`config.mk`:
```
export PLATFORM = sky130hd
export DESIGN_NAME = hysteresis_bargraph_with_fault_blink
export DESIGN_NICKNAME = d
export VERILOG_FILES = /design/src/rtl/hbg_pkg.sv /design/src/rtl/hbg_ctrl.sv /design/src/rtl/hbg_datapath.sv /design/src/rtl/hysteresis_bargraph_with_fault_blink.sv
export SDC_FILE = /design/constraint.sdc
export NUM_CORES = 1
export LEC_CHECK = 0
export BUFFER_PORTS_ARGS = -buffer_cell sky130_fd_sc_hd__buf_2
export CORE_MARGIN = 5
export CORE_UTILIZATION = 47
export CTS_CLUSTER_DIAMETER = 120
export DETAILED_ROUTE_END_ITERATION = 7
export PLACE_DENSITY_LB_ADDON = 0.1
export SLEW_MARGIN = 10
export SYNTH_ARGS = -nofsm -noshare
export SYNTH_HDL_FRONTEND = slang
export SYNTH_SLANG_ARGS = --single-unit
```
`constraint.sdc`:
```
create_clock -name clock -period 9.17 [get_ports clock]
set_input_delay 0.4585 -clock clock [delete_from_list [all_inputs] [get_ports clock]]
set_output_delay 0.4585 -clock clock [all_outputs]
set_load 0.1 [all_outputs]
```
`src/rtl/hbg_pkg.sv`:
```
// shared types and constants for the hysteresis bargraph display block
// no dependencies; imported by hbg_ctrl, hbg_datapath and the top level
`default_nettype none

package hbg_pkg;

   // field widths fixed by the interface
   localparam int LEVEL_W  = 8;
   localparam int MODE_W   = 2;
   localparam int TIME_W   = 32;
   localparam int HYST_W   = 6;
   localparam int PERIOD_W = 16;
   localparam int LED_W    = 7;
   localparam int LIT_W    = 3;
   localparam int THR_W    = 7;
   localparam int SUM_W    = 9;
   localparam int CSR_IDX_W = 2;

   // register reset values
   localparam logic [HYST_W-1:0]   HYST_RESET    = 6'd2;
   localparam logic [PERIOD_W-1:0] SENSOR_RESET  = 16'd250;
   localparam logic [PERIOD_W-1:0] TIMEOUT_RESET = 16'd500;

   // register indexes
   localparam logic [CSR_IDX_W-1:0] CSR_HYST    = 2'd0;
   localparam logic [CSR_IDX_W-1:0] CSR_SENSOR  = 2'd1;
   localparam logic [CSR_IDX_W-1:0] CSR_TIMEOUT = 2'd2;

   // request kinds
   localparam logic ACT_LEVEL = 1'b0;
   localparam logic ACT_TICK  = 1'b1;

   // pump modes
   localparam logic [MODE_W-1:0] MODE_STOPPED = 2'd0;
   localparam logic [MODE_W-1:0] MODE_SENSOR  = 2'd1;
   localparam logic [MODE_W-1:0] MODE_TIMEOUT = 2'd2;
   localparam logic [MODE_W-1:0] MODE_RUNNING = 2'd3;

   typedef enum logic [4:0] {
      ST_IDLE = 5'b00001,
      ST_UP   = 5'b00010,
      ST_DOWN = 5'b00100,
      ST_TICK = 5'b01000,
      ST_RESP = 5'b10000
   } state_type;

   // controller to datapath
   typedef struct packed {
      logic load;
      logic step_up;
      logic step_down;
      logic tick;
      logic respond;
   } cmd_type;

   // datapath to controller
   typedef struct packed {
      logic req_tick;
      logic can_up;
      logic can_down;
      logic out_free;
   } status_type;

endpackage

`default_nettype wire

```
`src/rtl/hbg_ctrl.sv`:
```
// controller state machine for the bargraph block
// depends on hbg_pkg for the state, command and status types
`default_nettype none

module hbg_ctrl (
   input  wire logic               clock,
   input  wire logic               reset,
   input  wire logic               req_tvalid,
   output logic                    req_tready,
   input  wire hbg_pkg::status_type status,
   output hbg_pkg::cmd_type        cmd
);
   import hbg_pkg::*;

   state_type state_ff, state_in;

   // state register
   always_ff @(posedge clock) begin
      if (reset) begin
         state_ff <= ST_IDLE;
      end else begin
         state_ff <= state_in;
      end
   end

   assign req_tready = (state_ff == ST_IDLE);

   // next state and commands
   always_comb begin
      state_in = state_ff;
      cmd      = '0;
      unique case (state_ff)
         ST_IDLE: begin
            if (req_tvalid) begin
               cmd.load = 1'b1;
               state_in = status.req_tick ? ST_TICK : ST_UP;
            end
         end
         ST_UP: begin
            if (status.can_up) begin
               cmd.step_up = 1'b1;
            end else begin
               state_in = ST_DOWN;
            end
         end
         ST_DOWN: begin
            if (status.can_down) begin
               cmd.step_down = 1'b1;
            end else begin
               state_in = ST_RESP;
            end
         end
         ST_TICK: begin
            cmd.tick = 1'b1;
            state_in = ST_RESP;
         end
         ST_RESP: begin
            if (status.out_free) begin
               cmd.respond = 1'b1;
               state_in    = ST_IDLE;
            end
         end
         default: begin
            state_in = ST_IDLE;
         end
      endcase
   end

endmodule

`default_nettype wire

```
`src/rtl/hbg_datapath.sv`:
```
// datapath: settings registers, bargraph count, blink timing, led and response registers
// depends on hbg_pkg for widths, codes and the command and status types
`default_nettype none

module hbg_datapath #(
   parameter int NUM_LEDS = 7
) (
   input  wire logic                          clock,
   input  wire logic                          reset,
   input  wire logic                          csr_wr_en,
   input  wire logic [hbg_pkg::CSR_IDX_W-1:0] csr_index,
   input  wire logic [hbg_pkg::PERIOD_W-1:0]  csr_wdata,
   input  wire logic                          req_action,
   input  wire logic [hbg_pkg::LEVEL_W-1:0]   req_level,
   input  wire logic [hbg_pkg::MODE_W-1:0]    req_mode,
   input  wire logic [hbg_pkg::TIME_W-1:0]    req_now,
   input  wire hbg_pkg::cmd_type              cmd,
   output hbg_pkg::status_type                status,
   input  wire logic                          rsp_tready,
   output logic                               rsp_tvalid,
   output logic [hbg_pkg::LED_W-1:0]          rsp_pattern,
   output logic                               rsp_written,
   output logic [hbg_pkg::LIT_W-1:0]          rsp_lit
);
   import hbg_pkg::*;

   localparam int CNT_W = $clog2(NUM_LEDS + 1);
   localparam int IDX_W = (NUM_LEDS > 1) ? $clog2(NUM_LEDS) : 1;

   // settings
   logic [HYST_W-1:0]   hyst_ff;
   logic [PERIOD_W-1:0] sensor_period_ff;
   logic [PERIOD_W-1:0] timeout_period_ff;

   // captured request
   logic [LEVEL_W-1:0] level_ff;
   logic [TIME_W-1:0]  now_ff;

   // block state
   logic [CNT_W-1:0]  bar_count_ff, bar_count_in;
   logic [MODE_W-1:0] shown_mode_ff;
   logic [TIME_W-1:0] blink_start_ff;
   logic              blink_phase_ff;
   logic [LED_W-1:0]  led_ff, led_in;
   logic              written_ff;

   // response register
   logic             rsp_valid_ff;
   logic [LED_W-1:0] rsp_pattern_ff;
   logic             rsp_written_ff;
   logic [LIT_W-1:0] rsp_lit_ff;

   // threshold of led i+1, worked out at elaboration
   logic [THR_W-1:0] thr_tab [0:NUM_LEDS-1];
   for (genvar i = 0; i < NUM_LEDS; i++) begin : g_thr
      localparam int THR_VAL = (i * 100 + 50) / NUM_LEDS;
      assign thr_tab[i] = THR_W'(THR_VAL);
   end

   // settings writes, indexes past the list are dropped
   always_ff @(posedge clock) begin
      if (reset) begin
         hyst_ff           <= HYST_RESET;
         sensor_period_ff  <= SENSOR_RESET;
         timeout_period_ff <= TIMEOUT_RESET;
      end else if (csr_wr_en) begin
         unique case (csr_index)
            CSR_HYST:    hyst_ff           <= csr_wdata[HYST_W-1:0];
            CSR_SENSOR:  sensor_period_ff  <= csr_wdata;
            CSR_TIMEOUT: timeout_period_ff <= csr_wdata;
            default: ;
         endcase
      end
   end

   // threshold lookups for the step up and step down tests
   logic [CNT_W-1:0] count_m1;
   logic [IDX_W-1:0] up_idx, down_idx;
   logic             below_top, above_zero;
   logic [THR_W-1:0] up_thr, down_thr;
   logic [SUM_W-1:0] up_rhs, down_lhs;

   always_comb begin
      below_top  = (32'(bar_count_ff) < NUM_LEDS);
      above_zero = (bar_count_ff != '0);
      count_m1   = bar_count_ff - CNT_W'(1);
      up_idx     = below_top  ? bar_count_ff[IDX_W-1:0] : '0;
      down_idx   = above_zero ? count_m1[IDX_W-1:0]     : '0;
      up_thr     = thr_tab[up_idx];
      down_thr   = thr_tab[down_idx];
      up_rhs     = {2'b00, up_thr} + {3'b000, hyst_ff};
      down_lhs   = {1'b0, level_ff} + {3'b000, hyst_ff};
   end

   assign status.req_tick = (req_action == ACT_TICK);
   assign status.can_up   = below_top && ({1'b0, level_ff} >= up_rhs);
   assign status.can_down = above_zero && (down_lhs < {2'b00, down_thr});
   assign status.out_free = !rsp_valid_ff || rsp_tready;

   // led patterns for the bargraph and both fault displays
   logic [LED_W-1:0] bar_pat, all_pat, alt_pat;
   logic             new_phase;

   always_comb begin
      new_phase = !blink_phase_ff;
      bar_pat   = '0;
      all_pat   = '0;
      alt_pat   = '0;
      for (int i = 0; i < LED_W; i++) begin
         if (i < NUM_LEDS) begin
            bar_pat[i] = (32'(i) < 32'(bar_count_ff));
            all_pat[i] = new_phase;
            alt_pat[i] = ((i % 2) == 0) ? new_phase : !new_phase;
         end
      end
   end

   // blink timing with wrapping elapsed time
   logic [PERIOD_W-1:0] period;
   logic [TIME_W-1:0]   elapsed;
   logic                fault_mode, due;

   always_comb begin
      fault_mode = (shown_mode_ff == MODE_SENSOR) || (shown_mode_ff == MODE_TIMEOUT);
      period     = (shown_mode_ff == MODE_SENSOR) ? sensor_period_ff : timeout_period_ff;
      elapsed    = now_ff - blink_start_ff;
      due        = (elapsed >= {{(TIME_W-PERIOD_W){1'b0}}, period});
      led_in     = (shown_mode_ff == MODE_SENSOR) ? all_pat : alt_pat;
      bar_count_in = bar_count_ff;
      if (cmd.step_up) begin
         bar_count_in = bar_count_ff + CNT_W'(1);
      end else if (cmd.step_down) begin
         bar_count_in = count_m1;
      end
   end

   // request capture and display state
   always_ff @(posedge clock) begin
      if (cmd.load) begin
         level_ff <= req_level;
         now_ff   <= req_now;
      end
      if (reset) begin
         bar_count_ff   <= '0;
         shown_mode_ff  <= MODE_STOPPED;
         blink_start_ff <= '0;
         blink_phase_ff <= 1'b0;
         led_ff         <= '0;
         written_ff     <= 1'b0;
      end else begin
         bar_count_ff <= bar_count_in;
         if (cmd.load) begin
            written_ff <= 1'b0;
            if (req_action == ACT_LEVEL) begin
               shown_mode_ff <= req_mode;
            end
         end
         if (cmd.tick) begin
            if (fault_mode) begin
               if (due) begin
                  blink_start_ff <= now_ff;
                  blink_phase_ff <= new_phase;
                  led_ff         <= led_in;
                  written_ff     <= 1'b1;
               end
            end else begin
               blink_start_ff <= now_ff;
               blink_phase_ff <= 1'b0;
               led_ff         <= bar_pat;
               written_ff     <= 1'b1;
            end
         end
      end
   end

   // response register
   always_ff @(posedge clock) begin
      if (reset) begin
         rsp_valid_ff <= 1'b0;
      end else if (cmd.respond) begin
         rsp_valid_ff <= 1'b1;
      end else if (rsp_tready) begin
         rsp_valid_ff <= 1'b0;
      end
      if (cmd.respond) begin
         rsp_pattern_ff <= led_ff;
         rsp_written_ff <= written_ff;
         rsp_lit_ff     <= LIT_W'(bar_count_ff);
      end
   end

   assign rsp_tvalid  = rsp_valid_ff;
   assign rsp_pattern = rsp_pattern_ff;
   assign rsp_written = rsp_written_ff;
   assign rsp_lit     = rsp_lit_ff;

endmodule

`default_nettype wire

```
`src/rtl/hysteresis_bargraph_with_fault_blink.sv`:
```
// top level of the hysteresis led bargraph with fault blinking
// depends on hbg_pkg, hbg_ctrl and hbg_datapath
//
//   channel | direction | handshake            | payload
//   req     | in        | req_tvalid/tready    | tuser: action; tdata: level, mode, time
//   rsp     | out       | rsp_tvalid/tready    | tuser: written; tdata: pattern, count
//   csr     | in        | csr_wr_en, no wait   | csr_index, csr_wdata
//
// a tick request passes through the tick and response states before the next accept;
// a level request steps the bargraph count up, then down, one step of the bargraph
// count per cycle through the threshold compare, then passes through the response state
// synchronous reset clears the count, mode, blink state and leds and reloads the
// default settings
// a request is taken while the previous response waits in the output register;
// the controller holds its response state while that register stays full
`default_nettype none

module hysteresis_bargraph_with_fault_blink #(
   parameter int NUM_LEDS = 7
) (
   input  wire logic        clock,
   input  wire logic        reset,
   // request channel
   input  wire logic        req_tvalid,
   output logic             req_tready,
   input  wire logic [47:0] req_tdata,  // level_pct[7:0], pump_mode[9:8], now_ms[41:10], zero
   input  wire logic [0:0]  req_tuser,  // action[0]
   // response channel
   output logic             rsp_tvalid,
   input  wire logic        rsp_tready,
   output logic [15:0]      rsp_tdata,  // led_pattern[6:0], lit_count[9:7], zero
   output logic [0:0]       rsp_tuser,  // pattern_written[0]
   // settings write port
   input  wire logic        csr_wr_en,
   input  wire logic [1:0]  csr_index,
   input  wire logic [15:0] csr_wdata
);
   import hbg_pkg::*;

   cmd_type          cmd;
   status_type       status;
   logic [LED_W-1:0] rsp_pattern;
   logic             rsp_written;
   logic [LIT_W-1:0] rsp_lit;

   hbg_ctrl u_ctrl (
      .clock      (clock),
      .reset      (reset),
      .req_tvalid (req_tvalid),
      .req_tready (req_tready),
      .status     (status),
      .cmd        (cmd)
   );

   hbg_datapath #(
      .NUM_LEDS (NUM_LEDS)
   ) u_datapath (
      .clock       (clock),
      .reset       (reset),
      .csr_wr_en   (csr_wr_en),
      .csr_index   (csr_index),
      .csr_wdata   (csr_wdata),
      .req_action  (req_tuser[0]),
      .req_level   (req_tdata[7:0]),
      .req_mode    (req_tdata[9:8]),
      .req_now     (req_tdata[41:10]),
      .cmd         (cmd),
      .status      (status),
      .rsp_tready  (rsp_tready),
      .rsp_tvalid  (rsp_tvalid),
      .rsp_pattern (rsp_pattern),
      .rsp_written (rsp_written),
      .rsp_lit     (rsp_lit)
   );

   // response packing
   assign rsp_tdata = {6'b000000, rsp_lit, rsp_pattern};
   assign rsp_tuser = rsp_written;

endmodule

`default_nettype wire

```
======== After elaboration in Yosys (flattened, before gate mapping) ========
Memories as Yosys holds them, arrays and structs flattened.
Index checks and enable logic that the tools add are counted.
operators by class
  equal/unequal tests ..................... 14
  $lt $le $gt $ge ......................... 13
  add/subtract/negate cells ............... 5
  reduce and logical (&&, ||, !) cells .... 16
  bitwise gates (word level) .............. 3
  multiplexer cells ....................... 37
operators by type and width
  kind                                                number
  2-to-1 mux 32 bit                                   2
  2-to-1 mux 7 bit                                    6
  >= comparator 32 x 16 -> 1 bit                      1
  subtractor 32 bit                                   1
  case mux 5 bit (5 select lines)                     1
  2-to-1 mux 5 bit                                    4
  2-to-1 mux 1 bit                                    17
  2-to-1 mux 16 bit                                   1
  2-to-1 mux 3 bit                                    4
  != test 2 bit (second input constant)               5
  AND reduction 2 bit                                 5
  adder 8 x 6 -> 9 bit                                1
  >= comparator 8 x 9 -> 1 bit                        1
  < comparator 3 bit (first input constant)           3
  < comparator 9 x 7 -> 1 bit                         1
  adder 7 x 6 -> 8 bit                                1
  >= comparator 4 bit (second input constant)         2
  NOT 3 -> 4 bit                                      2
  < comparator 1 x 3 -> 1 bit (first input constant)  2
  < comparator 2 x 3 -> 1 bit (first input constant)  2
  2-to-1 mux 6 bit                                    1
  == test 5 x 1 -> 1 bit (second input constant)      1
  == test 5 x 2 -> 1 bit (second input constant)      1
  == test 5 x 3 -> 1 bit (second input constant)      1
  other kinds (16)                                    22
word-level totals
  output and inout port bits .............. 19
  memories ................................ 2
  input port bits ......................... 72
  bits in registers ....................... 141
  bits in read-only memories .............. 112
  logic and storage cells ................. 106
memory list
  name              depth  bits a word  read ports  clocked after memory_dff  wr ports  RTL line            text
  (name not given)  8      7            1           0                         0         hbg_datapath.sv:89  up_thr = thr_tab[up_idx];
  (name not given)  8      7            1           0                         0         hbg_datapath.sv:90  down_thr = thr_tab[down_idx];

======== Depth between registers and ports, before layout ========
Gate-level depths: netlist of run 1.
  word-level depth ........................ 12
  depth in mapped cells ................... 22
  gate-level depth less buffers ........... 20

======== Hierarchy ========
From an unflattened synthesis of run 1, not the netlist that was laid out.
second synthesis, totals
  cells, all modules ...................... 1123
  area, all modules ....................... 9577.9 sq um
modules (own cells, without submodules)
  module                                instances  seq. area each (sq um)  cells each  area each (sq um)
  hbg_datapath                          1          3233.1                  1076        9170.0
  hbg_ctrl                              1          100.1                   40          359.1
  hysteresis_bargraph_with_fault_blink  1          0.0                     7           48.8

======== Least setup slack after synthesis of run 1 ========
No wires, ideal clock.
  path type ............................... flip-flop to flip-flop
  start point ............................. register u_datapath.now_ff[4]
  end point ............................... register u_datapath.blink_phase_ff
  buffers on the path ..................... 1
  data required time ...................... 9047 ps
  arrival ................................. 3998 ps
  slack ................................... 5049 ps
  stages on the path, launching flop included .. 19
  path through ............................ edfxtp_1 -> ha_1 -> a21o_1 -> or3_1 -> o21a_1 -> a31oi_1 -> xnor2_1 -> ha_1 -> a21o_1 -> nand3_1 -> a21oi_1 -> a311o_1 -> a2111oi_0 -> and4bb_1 -> nand4_1 -> and4b_1 -> a31oi_1 -> buf_4 -> mux2_1
on the way
  word-level cells in the longest chain between the ends .. 4
RTL lines
  what                            RTL line             text
  start: declaration              hbg_datapath.sv:37   logic [TIME_W-1:0] now_ff;
  start signal: assignment        hbg_datapath.sv:141  now_ff <= req_now;
  subtractor 32 bit               hbg_datapath.sv:126  elapsed = now_ff - blink_start_ff;
  >= comparator 32 x 16 -> 1 bit  hbg_datapath.sv:127  due = (elapsed >= {{(TIME_W-PERIOD_W){1'b0}}, period});
  != test 2 bit (no line)         n/a
  AND reduction 2 bit (no line)   n/a
  end signal: assignment          hbg_datapath.sv:162  blink_phase_ff <= new_phase;
  end: declaration                hbg_datapath.sv:43   logic blink_phase_ff;
Every way passes these cells.
A chain may end at the register's enable or synchronous reset.

======== Worst setup path after layout of run 1 ========
  start point ............................. register u_datapath.now_ff[4]
  end point ............................... register u_datapath.blink_start_ff[11]
on the way
  word-level cells in the longest chain between the ends .. 4
RTL lines
  what                            RTL line             text
  subtractor 32 bit               hbg_datapath.sv:126
  >= comparator 32 x 16 -> 1 bit  hbg_datapath.sv:127
  != test 2 bit (no line)         n/a
  AND reduction 2 bit (no line)   n/a
  end signal: assignment          hbg_datapath.sv:161  blink_start_ff <= now_ff;
  end signal: assignment          hbg_datapath.sv:167  blink_start_ff <= now_ff;
  end: declaration                hbg_datapath.sv:42   logic [TIME_W-1:0] blink_start_ff;
Every way passes these cells.

==> results of run 1 <==
[cells in the final DEF, fill, tap and decap left out, drive strengths merged, types with 15 or more instances in the layout]
master    n
o21ai    29
xnor2    20
clkbuf   21
mux2i    59
a21o     23
inv      68
buf      82
edfxtp   51
ha       81
nor2     43
nand2b   81
nand2   115
nand3b   15
a21oi    87
dfxtp    90
[worst max-delay path, stage by stage, from the launching register on]
cell	delay [ps]
edfxtp_1	400
ha_1	350
a21o_1	200
or3_1	350
o2111ai_2	210
nand3_1	210
xor2_1	210
ha_1	210
nor2_1	80
o21ai_0	100
a2111oi_2	270
o211ai_1	170
a2111oi_0	350
and4bb_1	230
nand4_1	110
and4b_1	440
a31oi_4	180
buf_4	360
mux2i_1	270
[logic make-up after synthesis]
family,synth area share [%]
fa+ha+maj,12.2
buf+inv,5.07
compound gates,15.8
other cells,0.0425
simple gates,18.3
flops,37.7
mux,7.71
xor+xnor,3.26
[path summary, 6_finish.rpt]
check | startpoint | cells after the start | endpoint
setup reg to reg | u_datapath.now_ff[4] | 18 | u_datapath.blink_start_ff[11]
hold / removal | req_tdata[34] | 1 | u_datapath.now_ff[24]
setup / recovery | u_datapath.now_ff[4] | 18 | u_datapath.blink_start_ff[11]
hold reg to reg | u_datapath.led_ff[2] | 0 | u_datapath.rsp_pattern[2]
[layout make-up]
| type | count | area, um^2 | share of cell area [%] |
|---|---|---|---|
| clock buffers | 21 | 483 | 4.86 |
| clock inverters | 11 | 76.3 | 0.769 |
| inverters | 63 | 236 | 2.38 |
| multi-input cells | 720 | 5090 | 51.2 |
| flip-flops and latches | 141 | 3330 | 33.6 |
| well taps | 234 | 293 | 2.95 |
| repair buffers | 82 | 420 | 4.23 |
[Yosys cell counts, types with 5 or more instances]
cell type | instances | area [um^2]
a211o_1 | 5 | 43.8
a211oi_1 | 11 | 82.6
a21o_1 | 23 | 173
a21oi_1 | 84 | 420
a31oi_1 | 10 | 62.6
and2_1 | 5 | 31.3
buf_2 | 7 | 35.0
buf_4 | 7 | 52.6
clkbuf_1 | 24 | 90.1
dfxtp_1 | 90 | 1800
edfxtp_1 | 51 | 1530
ha_1 | 81 | 1010
inv_1 | 63 | 236
mux2_1 | 5 | 56.3
mux2i_1 | 59 | 591
nand2_1 | 115 | 432
nand2b_1 | 81 | 507
nand3_1 | 10 | 50.1
nand3b_1 | 15 | 113
nor2_1 | 43 | 161
nor2b_1 | 8 | 50.1
nor3_1 | 11 | 55.1
o211ai_1 | 6 | 45.0
o21a_1 | 9 | 67.6
o21ai_0 | 22 | 110
o21ai_1 | 6 | 30.0
o21bai_1 | 5 | 37.5
o22ai_1 | 5 | 31.3
xnor2_1 | 20 | 175
xor2_1 | 11 | 96.3
[registers in the layout, indices dropped and copies added (netlist names), 5 cells and up]
register / count
u_ctrl.state_ff: 5
u_datapath.blink_start_ff: 32
u_datapath.hyst_ff: 6
u_datapath.led_ff: 7
u_datapath.level_ff: 8
u_datapath.now_ff: 32
u_datapath.rsp_pattern: 7
u_datapath.sensor_period_ff: 16
u_datapath.timeout_period_ff: 16
[power groups by stage]
stage	clock network, W	registers (W)	logic (W)
finish	0.000660	0.000700	0.000342
global route	0.000706	0.000703	0.000386
CTS	0.000675	0.000700	0.000344
detailed placement	0	0.000713	0.000342
global placement	0	0.000713	0.000337
floorplan	0	0.000708	0.000262
[through the flow]
stage / cell area [um^2] / hold slack [ps] / total power [W] / util (%)
2_1_floorplan: 8850 / 401 / 0.000970 / -
3_3_place_gp: 9370 / 412 / 0.00105 / 50.4
3_5_place_dp: 9370 / 407 / 0.00105 / 50.4
4_1_cts: 9930 / 188 / 0.00172 / 53.4
5_1_grt: 9930 / 183 / 0.00179 / 53.4
6_report: 9930 / 203 / 0.00170 / 53.4
[per-layer routing]
metal | part of all wire [%] | GRT usage, % | routed length [um]
met5 | 0 | 0 | 0
met4 | 1.2 | 4.89 | 240
met3 | 3.4 | 3.76 | 663
met2 | 49 | 31.8 | 9550
met1 | 47 | 23.4 | 9110
==> metrics.md, run 1 <==
| Metric | Value |
|---|---|
| Reg2Reg Setup Slack | 4330 ps |
| Antenna cell count | 0 |
| Final count of hold timing violations | 0 |
| Area of the die | ~22000 um^2 |
| Clock tree skew after final layout | approximately 13 ps |
| Max-capacitance violation count | 0 |
| Total DRC errors in the routed layout | 0 |
| Crit path capture type | flip-flop |
| Total track usage | 18.4% |
| Syn-to-layout area delta | 12.4% |
| Area of the core | around 19000 um^2 |
| Die Wd | ~150 um |
| Chip height | ~150 um |
| Placed Instances | ~1.2k |
| Cts-stage hold buffer count | 0 |
| DRC marker count from the first detailed-route iteration | 325 |
| Clock edge transition at the registers on the reported setup and hold paths | approximately 70 ps |
| RSZ-0062 raised after global routing | no |
| Fmax achieved | about 0.21 GHz |
| Routability congestion estimate | around 0.9 |
| Pin slew with the least headroom to its limit | about 1200 ps |
| Post-synthesis sequential element count | about 140 |
| Worst setup SP type | flip-flop |
| Sequential share of power | 41.1% |
| Buffer count from post-CTS setup fixing | 0 |
| Min-Delay Path Class | in2reg |
| Layout Nets | 1181 |
| Peak supply drop | 0.126 mV |
| Number of standard cells after synthesis | 960 |
| Inserted Clock Buffers | 17 |
| EDFF count, synth | 51 |
| Insertion delay to the later sink of the worst-skew pair | around 420 ps |
| Result of the run | completed |
| Power per unit of standard cell area | around 170 nW/um^2 |
| Wire length reported by the detailed router | ~20 mm |
| Final standard cell count with taps included and fillers excluded | roughly 1.3k |
| Mapped cell area | around 8800 um^2 |
| Post-synthesis async set-or-reset flop share | 0% |
| Count of cells resized by post-cts repair | 0 |
| Arrival time at the worst endpoint | ~5200 ps |
| Tcrit/Tclk final | a little over half |
| Root buffer cell | clkbuf_16 |
| Number of H-tree levels | 4 |
| Portion of total power attributed to combinational logic | between 20% and 30% |
| Layout cell share with drive strength beyond 1 | between 10% and 20% |
| Critical path start-end classification | reg2reg |
| Number of rows in the core area | 50 |
| Initial antenna violation count | 0 |
| Remaining Overflow, GRT | 0 |
| Via total after detailed routing | a little under 7k |
| Maximum number of pins on one net before global-route repair | between 60 and 70 |
| Fin worst setup slack | 4330 ps |
| Effective utilization at floorplan | 47.5% |
| Count of final setup violators | 0 |
| HPWL after detailed placement | 14.5 mm |
| Pre-CTS setup slack | 4390 ps |
| Switching portion of total power | 29.6% |
| Boundary Pins | between 90 and 100 |
| Max Transition Viols Final | 0 |
| Worst-path maximum fanout | 32 |
| Sw Pwr | between 0.0005 and 0.0006 W |
| Mean routed wirelength per cell | between 15 and 20 um |
| Clk buf depth | 2 |
| Vias in the first global route | between 6k and 7k |
| Filler Cell Count | between 1.5k and 2k |
| Clock network power share | between 30% and 40% |
| First-pass DRT Iterations | 5 |
| Static leakage | ~4 nW |
| Post-route antenna net violation count | 0 |
| # clock sinks | ~140 |
| Average via count per standard cell | 5.32 |
| Power Internal | 0.00120 W |
| Count of unique library cells instantiated by Yosys | between 60 and 70 |
| CTS tree | done |
| Remaining max-slew budget at the tightest pin | between 20% and 30% |
| Commonest register cell after synthesis | dfxtp_1 |
| Synthesized area divided by synthesized cell count | roughly 9 um^2 |
| Min Clock Period, post-route | 4840 ps |
| Number of warning messages in the yosys log | 0 |
| Final TNS setup | 0 ps |
| Wire length of the first global-routing pass | approximately 32 mm |
| Sequential share of the synthesized area | a little under two fifths |
| Total of buffers placed on input and output ports | 78 |
| Worst EP required | 9500 ps |
No activity file was read; power rests on OpenSTA's default activity.
==> run 2, diff against run 1 <==
clock period = 4.9 ns   (was 9.17 ns; I/O delays follow)
==> run 2 against run 1 <==
Net effect: sequential share of layout area down 1.6 points; die area unchanged; largest power group is now clock; sequential power up 87%.
==> metrics.md, run 2 (synthesis results as in run 1) <==
| Metric | Value |
|---|---|
| Result of the run | completed |
| Sw Pwr | 0.000969 W (+92%) |
| Min Clock Period, post-route | 4620 ps (-227 ps) |
| Worst setup SP type | flip-flop |
| Biggest regs | u_datapath.blink_start_ff: 32 flops, u_datapath.now_ff: 32 flops |
| Total DRC errors in the routed layout | 0 (unchanged) |
| # clock sinks | 141 (unchanged) |
| Insertion delay to the later sink of the worst-skew pair | 430 ps (about the same) |
| Final count of hold timing violations | 0 (unchanged) |
| Power per unit of standard cell area | 321 nW/um^2 (+87%) |
| Number of H-tree levels | 4 (unchanged) |
| Sequential share of power | 39.1% (-2.0 points) |
| Crit path capture type | flip-flop |
| Max-capacitance violation count | 0 (unchanged) |
| Buffers & Inverters on Critical Path | 1 (unchanged) |
| Critical path's slowest cell | edfxtp_1 |
| Total of buffers placed on input and output ports | 78 (unchanged) |
| Slowest cell delay on critical path | 400 ps (-40 ps) |
| Arrival time at the worst endpoint | 4920 ps (-250 ps) |
| Peak supply drop | 0.237 mV (+88%) |
| Switching portion of total power | 28.9% (-0.75 points) |
| CP startpoint | u_datapath.now_ff[4] |
| Clock edge transition at the registers on the reported setup and hold paths | 60 ps (about the same) |
| Wire length of the first global-routing pass | 33.6 mm (+4.3%) |
| Die Wd | 147 um (unchanged) |
| Power Internal | 0.00238 W (+99%) |
| Total track usage | 19.0% (+0.67 points) |
| Mean routed wirelength per cell | 15.3 um (-0.63%) |
| Wire length reported by the detailed router | 20.1 mm (+2.7%) |
| Fmax achieved | 0.217 GHz (+4.9%) |
| Kind of cell adding the most delay to the critical path | compound AO/OA/AOI/OAI gates |
| Layout Nets | 1224 (+3.6%) |
| DRC marker count from the first detailed-route iteration | 345 (+6.2%) |
| First-pass DRT Iterations | 5 (unchanged) |
| Boundary Pins | 91 (unchanged) |
| Worst hold start | csr_wdata[6] |
| Tcrit/Tclk final | 94.2% (+41 points) |
| Initial antenna violation count | 0 (unchanged) |
| Syn-to-layout area delta | 18.1% |
| Routability congestion estimate | 0.854 (-4.6%) |
| Worst EP required | 5210 ps (-4290 ps) |
| Worst-path maximum fanout | 28 (-13%) |
| Count of final setup violators | 0 (unchanged) |
| Static leakage | 4.16 nW (+5.3%) |
| CTS tree | done |
| Layout cell share with drive strength beyond 1 | 12.6% (+0.25 points) |
| Final standard cell count with taps included and fillers excluded | 1315 (+3.4%) |
| Inserted Clock Buffers | 17 (unchanged) |
| Worst-path cell chain | ha_1 > a21o_1 > or3_1 > o21a_2 > a31oi_1 > xnor2_1 > ha_1 > a21o_1 > nand3_1 > a21oi_1 > a311o_1 > a2111oi_0 > and4bb_1 > nand4_1 > and4b_2 > a31oi_4 > buf_12 > mux2i_1 |
| Most frequent standard cell in the layout excluding fill and tap cells | nand2_1 |
| R2R Path Start | u_datapath.now_ff[4] |
| Remaining Overflow, GRT | 0 (unchanged) |
| Clock network power share | 40.9% (+2.1 points) |
| Average via count per standard cell | 5.27 (-1.0%) |
| Highest-count cells in the layout ignoring fill and taps | nand2_1, dfxtp_1, a21oi_1 |
| Area of the core | 18600 um^2 (unchanged) |
| Chip height | 147 um (unchanged) |
| Met2 Wirelength | 9.92 mm (+3.8%) |
| Buffer count from post-CTS setup fixing | 0 (unchanged) |
| Placed Instances | 1243 (+0.24%) |
| Remaining max-slew budget at the tightest pin | 28.0% (+6.4 points) |
| HPWL after detailed placement | 14.8 mm (+1.9%) |
| Highest metal layer with signal wires | met4 |
| Portion of total power attributed to combinational logic | 20.0% (about the same) |
| Vias in the first global route | 6879 (+5.7%) |
| RSZ-0062 raised after global routing | no |
| Clk buf depth | 2 (unchanged) |
| Min-Delay Path Class | in2reg |
| Via total after detailed routing | 6924 (+2.3%) |
| Pin slew with the least headroom to its limit | 1080 ps (-95.2 ps) |
| Post-route antenna net violation count | 0 (unchanged) |
| Maximum number of pins on one net before global-route repair | 65 (-4.4%) |
| Number of rows in the core area | 50 (unchanged) |
| Area of the die | 21600 um^2 (unchanged) |
| Final TNS setup | 0 ps (unchanged) |
| Critical path start-end classification | reg2reg |
| Effective utilization at floorplan | 47.5% (unchanged) |
| Clock tree skew after final layout | 11.4 ps (-1.33 ps) |
| Max Transition Viols Final | 0 (unchanged) |
| Antenna cell count | 0 (unchanged) |
| Met1 WL | 9.20 mm (+1.0%) |
| Met3 routed wirelength | 638 um (-3.8%) |
| Root buffer cell | clkbuf_16 |
| Util after Layout | 56.1% (+2.7 points) |
[run 2: changes by cell type in the layout (fill, tap and decap cells not counted), sizes merged]
cell	previous run	this run
clkinv	6	3
inv	68	70
clkbuf	21	19
dlygate4sd3	0	40
bufinv	0	3
buf	82	85
[run 2: stage by stage]
step	area (um^2)	setup WS (ps)	hold WS [ps]	total power (W)
3_3_place_gp	9400	319	412	0.00198
5_1_grt	10400	9.00	55.4	0.00352
3_5_place_dp	9400	195	415	0.00198
2_1_floorplan	8850	779	344	0.00181
4_1_cts	10400	129	29.8	0.00339
6_report	10400	282	43.8	0.00335
[run 2: area by class of cell]
| type | instances | area [um^2] |
|---|---|---|
| flip-flops and latches | 141 | 3330 |
| well taps | 234 | 293 |
| clock buffers | 19 | 443 |
| clock inverters | 13 | 178 |
| fillers | 1690 | 8150 |
| inverters | 63 | 236 |
| repair buffers | 125 | 856 |
| multi-input cells | 720 | 5090 |
[run 2: worst min-delay path: cells and delay by family]
kind                   cells  cell delay, ps
buffers and inverters      1              90
and+or+nand+nor            2             100
[run 2: path summary, 6_finish.rpt]
| kind | to | slack (ps) | cells after the start |
|---|---|---|---|
| setup / recovery | u_datapath.blink_start_ff[17] | 280 | 18 |
| hold reg to reg | u_datapath.rsp_written | 420 | 0 |
| setup reg to reg | u_datapath.blink_start_ff[17] | 280 | 18 |
| hold / removal | u_datapath.sensor_period_ff[6] | 40 | 3 |
[run 2: routing by layer]
metal / GRT usage [%] / up-vias
li1: - / 3596
met3: 3.79 / 26
met5: 0 / -
met2: 33.3 / 109
met4: 5.78 / 0
met1: 23.7 / 3193
[run 2: power groups by stage]
stage               registers, W  logic, W  clock network [W]
global route             0.00131  0.000755            0.00145
finish                   0.00131  0.000671            0.00137
detailed placement       0.00133  0.000645                  0
CTS                      0.00131  0.000673            0.00140
floorplan                0.00132  0.000491                  0
global placement         0.00134  0.000640                  0
[run 2: timing repair]
action / CTS / global route
endpoints found under the hold margin: 40 / 0
resized for setup: 0 / 3
setup endpoints to repair: 0 / 28
hold buffers: 40 / 0
==> run 3, diff against run 2 <==
CORE_UTILIZATION = 60   (was 47)
CTS_BUF_LIST = sky130_fd_sc_hd__clkbuf_16   (was default)
==> run 3 against run 2 <==
Net effect: die area is 20% lower; clock power is 10% lower; register-to-register slack hardly changed; hold slack better by 6.4 ps; combinational power is 1% higher; clock skew is 0.92 ps higher; non-clock buffer count is 2 higher; maximum frequency is 0.27% higher; sequential cell count stayed put; final cell count is 3.7% lower; via count is 3.0% higher; largest cell class unchanged; largest power group is now sequential cells; highest routed layer unchanged.
==> metrics.md, run 3 (synthesis results as in run 1) <==
| Metric | Value |
|---|---|
| Reg2Reg Setup Slack | 290 ps (about the same) |
| Buffer count from post-CTS setup fixing | 0 (unchanged) |
| Area of the core | 14500 um^2 (-22%) |
| Final standard cell count with taps included and fillers excluded | 1267 (-3.7%) |
| Highest metal layer with signal wires | met4 |
| Wire length reported by the detailed router | 19.9 mm (-0.80%) |
| Initial antenna violation count | 0 (unchanged) |
| Average via count per standard cell | 5.63 (+6.9%) |
| Pin slew with the least headroom to its limit | 1180 ps (+96.6 ps) |
| Worst-path cell chain | inv_1 > ha_1 > a21o_1 > or3_1 > o21a_1 > a31oi_1 > xnor2_1 > ha_1 > a21o_1 > nand3_1 > a21oi_1 > a311o_1 > a2111oi_0 > and4bb_1 > nand4_1 > and4b_2 > a31oi_4 > buf_8 > mux2i_1 |
| Mean routed wirelength per cell | 15.7 um (+3.0%) |
| Number of H-tree levels | 4 (unchanged) |
| Chip height | 131 um (-11%) |
| Antenna cell count | 0 (unchanged) |
| # clock sinks | 141 (unchanged) |
| Worst setup SP type | flip-flop |
| Met1 WL | 9.09 mm (-1.2%) |
| DRC marker count from the first detailed-route iteration | 498 (+44%) |
| Root buffer cell | clkbuf_16 |
| Clock tree skew after final layout | 12.3 ps (+0.919 ps) |
| Layout cell share with drive strength beyond 1 | 12.2% (-0.39 points) |
| Layout Nets | 1226 (+0.16%) |
| Power per unit of standard cell area | 311 nW/um^2 (-3.1%) |
| Total track usage | 23.4% (+4.4 points) |
| Worst-path maximum fanout | 25 (-11%) |
| Number of rows in the core area | 44 (-12%) |
| Met3 routed wirelength | 848 um (+33%) |
| Vias in the first global route | 6968 (+1.3%) |
| CTS tree | done |
| Fmax achieved | 0.217 GHz (+0.27%) |
| Syn-to-layout area delta | 16.9% |
| Count of final setup violators | 0 (unchanged) |
| Most frequent standard cell in the layout excluding fill and tap cells | nand2_1 |
| Result of the run | completed |
| Worst EP required | 5240 ps (+30 ps) |
| Remaining Overflow, GRT | 0 (unchanged) |
| Total power draw | 0.00321 W (-4.1%) |
| Filler Cell Count | 1159 (-31%) |
| Final count of hold timing violations | 0 (unchanged) |
| Reg2Reg Capture Point | u_datapath.blink_start_ff[8] |
| Static leakage | 4.15 nW (about the same) |
| Remaining max-slew budget at the tightest pin | 21.4% (-6.6 points) |
| HPWL after detailed placement | 14.1 mm (-4.7%) |
| Final TNS setup | 0 ps (unchanged) |
| Critical path's slowest cell | and4b_2 |
| Worst-case reg-to-reg path depth | 19 (+1) |
| Max Transition Viols Final | 0 (unchanged) |
| Biggest regs | u_datapath.blink_start_ff: 32 flops, u_datapath.now_ff: 32 flops |
| Critical path start-end classification | reg2reg |
| Timing endpoint of the critical path | u_datapath.blink_start_ff[8] |
| Area of the die | 17200 um^2 (-20%) |
| First-pass DRT Iterations | 5 (unchanged) |
| Effective utilization at floorplan | 61.0% (+13 points) |
| Via total after detailed routing | 7130 (+3.0%) |
| Peak supply drop | 0.266 mV (+12%) |
| Arrival time at the worst endpoint | 4950 ps (+30 ps) |
| Min Clock Period, post-route | 4610 ps (-12.2 ps) |
| Post-route antenna net violation count | 0 (unchanged) |
| Total DRC errors in the routed layout | 0 (unchanged) |
| Min-Delay Path Class | in2reg |
| Maximum number of pins on one net before global-route repair | 51 (-22%) |
| RSZ-0062 raised after global routing | no |
| Highest-count cells in the layout ignoring fill and taps | nand2_1, dfxtp_1, a21oi_1 |
| Die Wd | 131 um (-11%) |
| R2R Path Start | u_datapath.blink_start_ff[4] |
| CP startpoint | u_datapath.blink_start_ff[4] |
| Wire length of the first global-routing pass | 33.6 mm (about the same) |
| Insertion delay to the later sink of the worst-skew pair | 430 ps (about the same) |
| Routability congestion estimate | 0.967 (+13%) |
| Tcrit/Tclk final | 94.0% (-0.25 points) |
| Clk buf depth | 2 (unchanged) |
| Total of buffers placed on input and output ports | 78 (unchanged) |
| Boundary Pins | 91 (unchanged) |
| Crit path capture type | flip-flop |
| Met2 Wirelength | 9.64 mm (-2.8%) |
| Placed Instances | 1195 (-3.9%) |
| Max-capacitance violation count | 0 (unchanged) |
| Slowest cell delay on critical path | 370 ps (-30 ps) |
| Clock edge transition at the registers on the reported setup and hold paths | 60 ps (about the same) |
| Util after Layout | 71.3% (+15 points) |
| Inserted Clock Buffers | 17 (unchanged) |
[run 3: cell count changes in the layout (fill, tap and decap cells not counted), sizes merged]
| cell | change |
|---|---|
| clkinv | +4 |
| bufinv | -3 |
| buf | +2 |
| inv | -2 |
| clkbuf | +1 |
[run 3: final cells by class]
class,count,area [um^2],share of cell area [%]
Clock buffer,20,500,4.85
Inverter,63,236,2.29
Tap cell,184,230,2.23
Multi-Input combinational cell,720,5090,49.3
Sequential cell,141,3330,32.3
Clock inverter,12,63.8,0.618
Timing Repair Buffer,127,866,8.39
[run 3: stage by stage]
step | setup WS (ps) | instance area (um^2) | hold slack, ps
6_report | 295 | 10300 | 50.2
5_1_grt | 45.5 | 10300 | 52.2
4_1_cts | 147 | 10300 | 40.6
3_5_place_dp | 216 | 9340 | 410
3_3_place_gp | 276 | 9340 | 404
2_1_floorplan | 779 | 8850 | 344
[run 3: worst min-delay path by stage]
stage	startpoint	end	slack, ps	depth (start not counted)
3_5_place_dp	u_datapath.led_ff[0]	u_datapath.rsp_pattern[0]	410	0
3_3_place_gp	u_datapath.led_ff[3]	u_datapath.rsp_pattern[3]	400	0
6_report	csr_wdata[6]	u_datapath.sensor_period_ff[6]	50	3
4_1_cts	csr_wdata[8]	u_datapath.timeout_period_ff[8]	40	3
5_1_grt	csr_wdata[6]	u_datapath.timeout_period_ff[6]	50	3
2_1_floorplan	req_tdata[0]	u_datapath.level_ff[0]	340	0
[run 3: power by group]
part           internal, W  switching [W]
Combinational     0.000284       0.000395
Sequential         0.00127      0.0000349
Clock             0.000727       0.000499
[run 3: what timing repair did]
action / 4_1_cts / 5_1_grt
hold endpoints to repair: 40 / 0
hold buffers: 40 / 0
endpoints found under the setup margin: 0 / 27
resized for setup: 0 / 5
[run 3: metal layers]
metal  vias to the layer above  track usage, %
li1                       3600               -
met1                      3340            30.5
met2                       160            39.0
met3                        30            4.51
met4                         0            8.06
met5                         -               0
[run 3: worst max-delay path: cells and delay by family (launching register included)]
kind	cells	cell delay (ps)
AO/OA/AOI/OAI	8	1800
AND/OR/NAND/NOR	5	1110
adder cells (fa/ha/maj)	2	610
flip-flops	1	340
buffers and inverters	2	290
multiplexers	1	210
XOR/XNOR	1	150
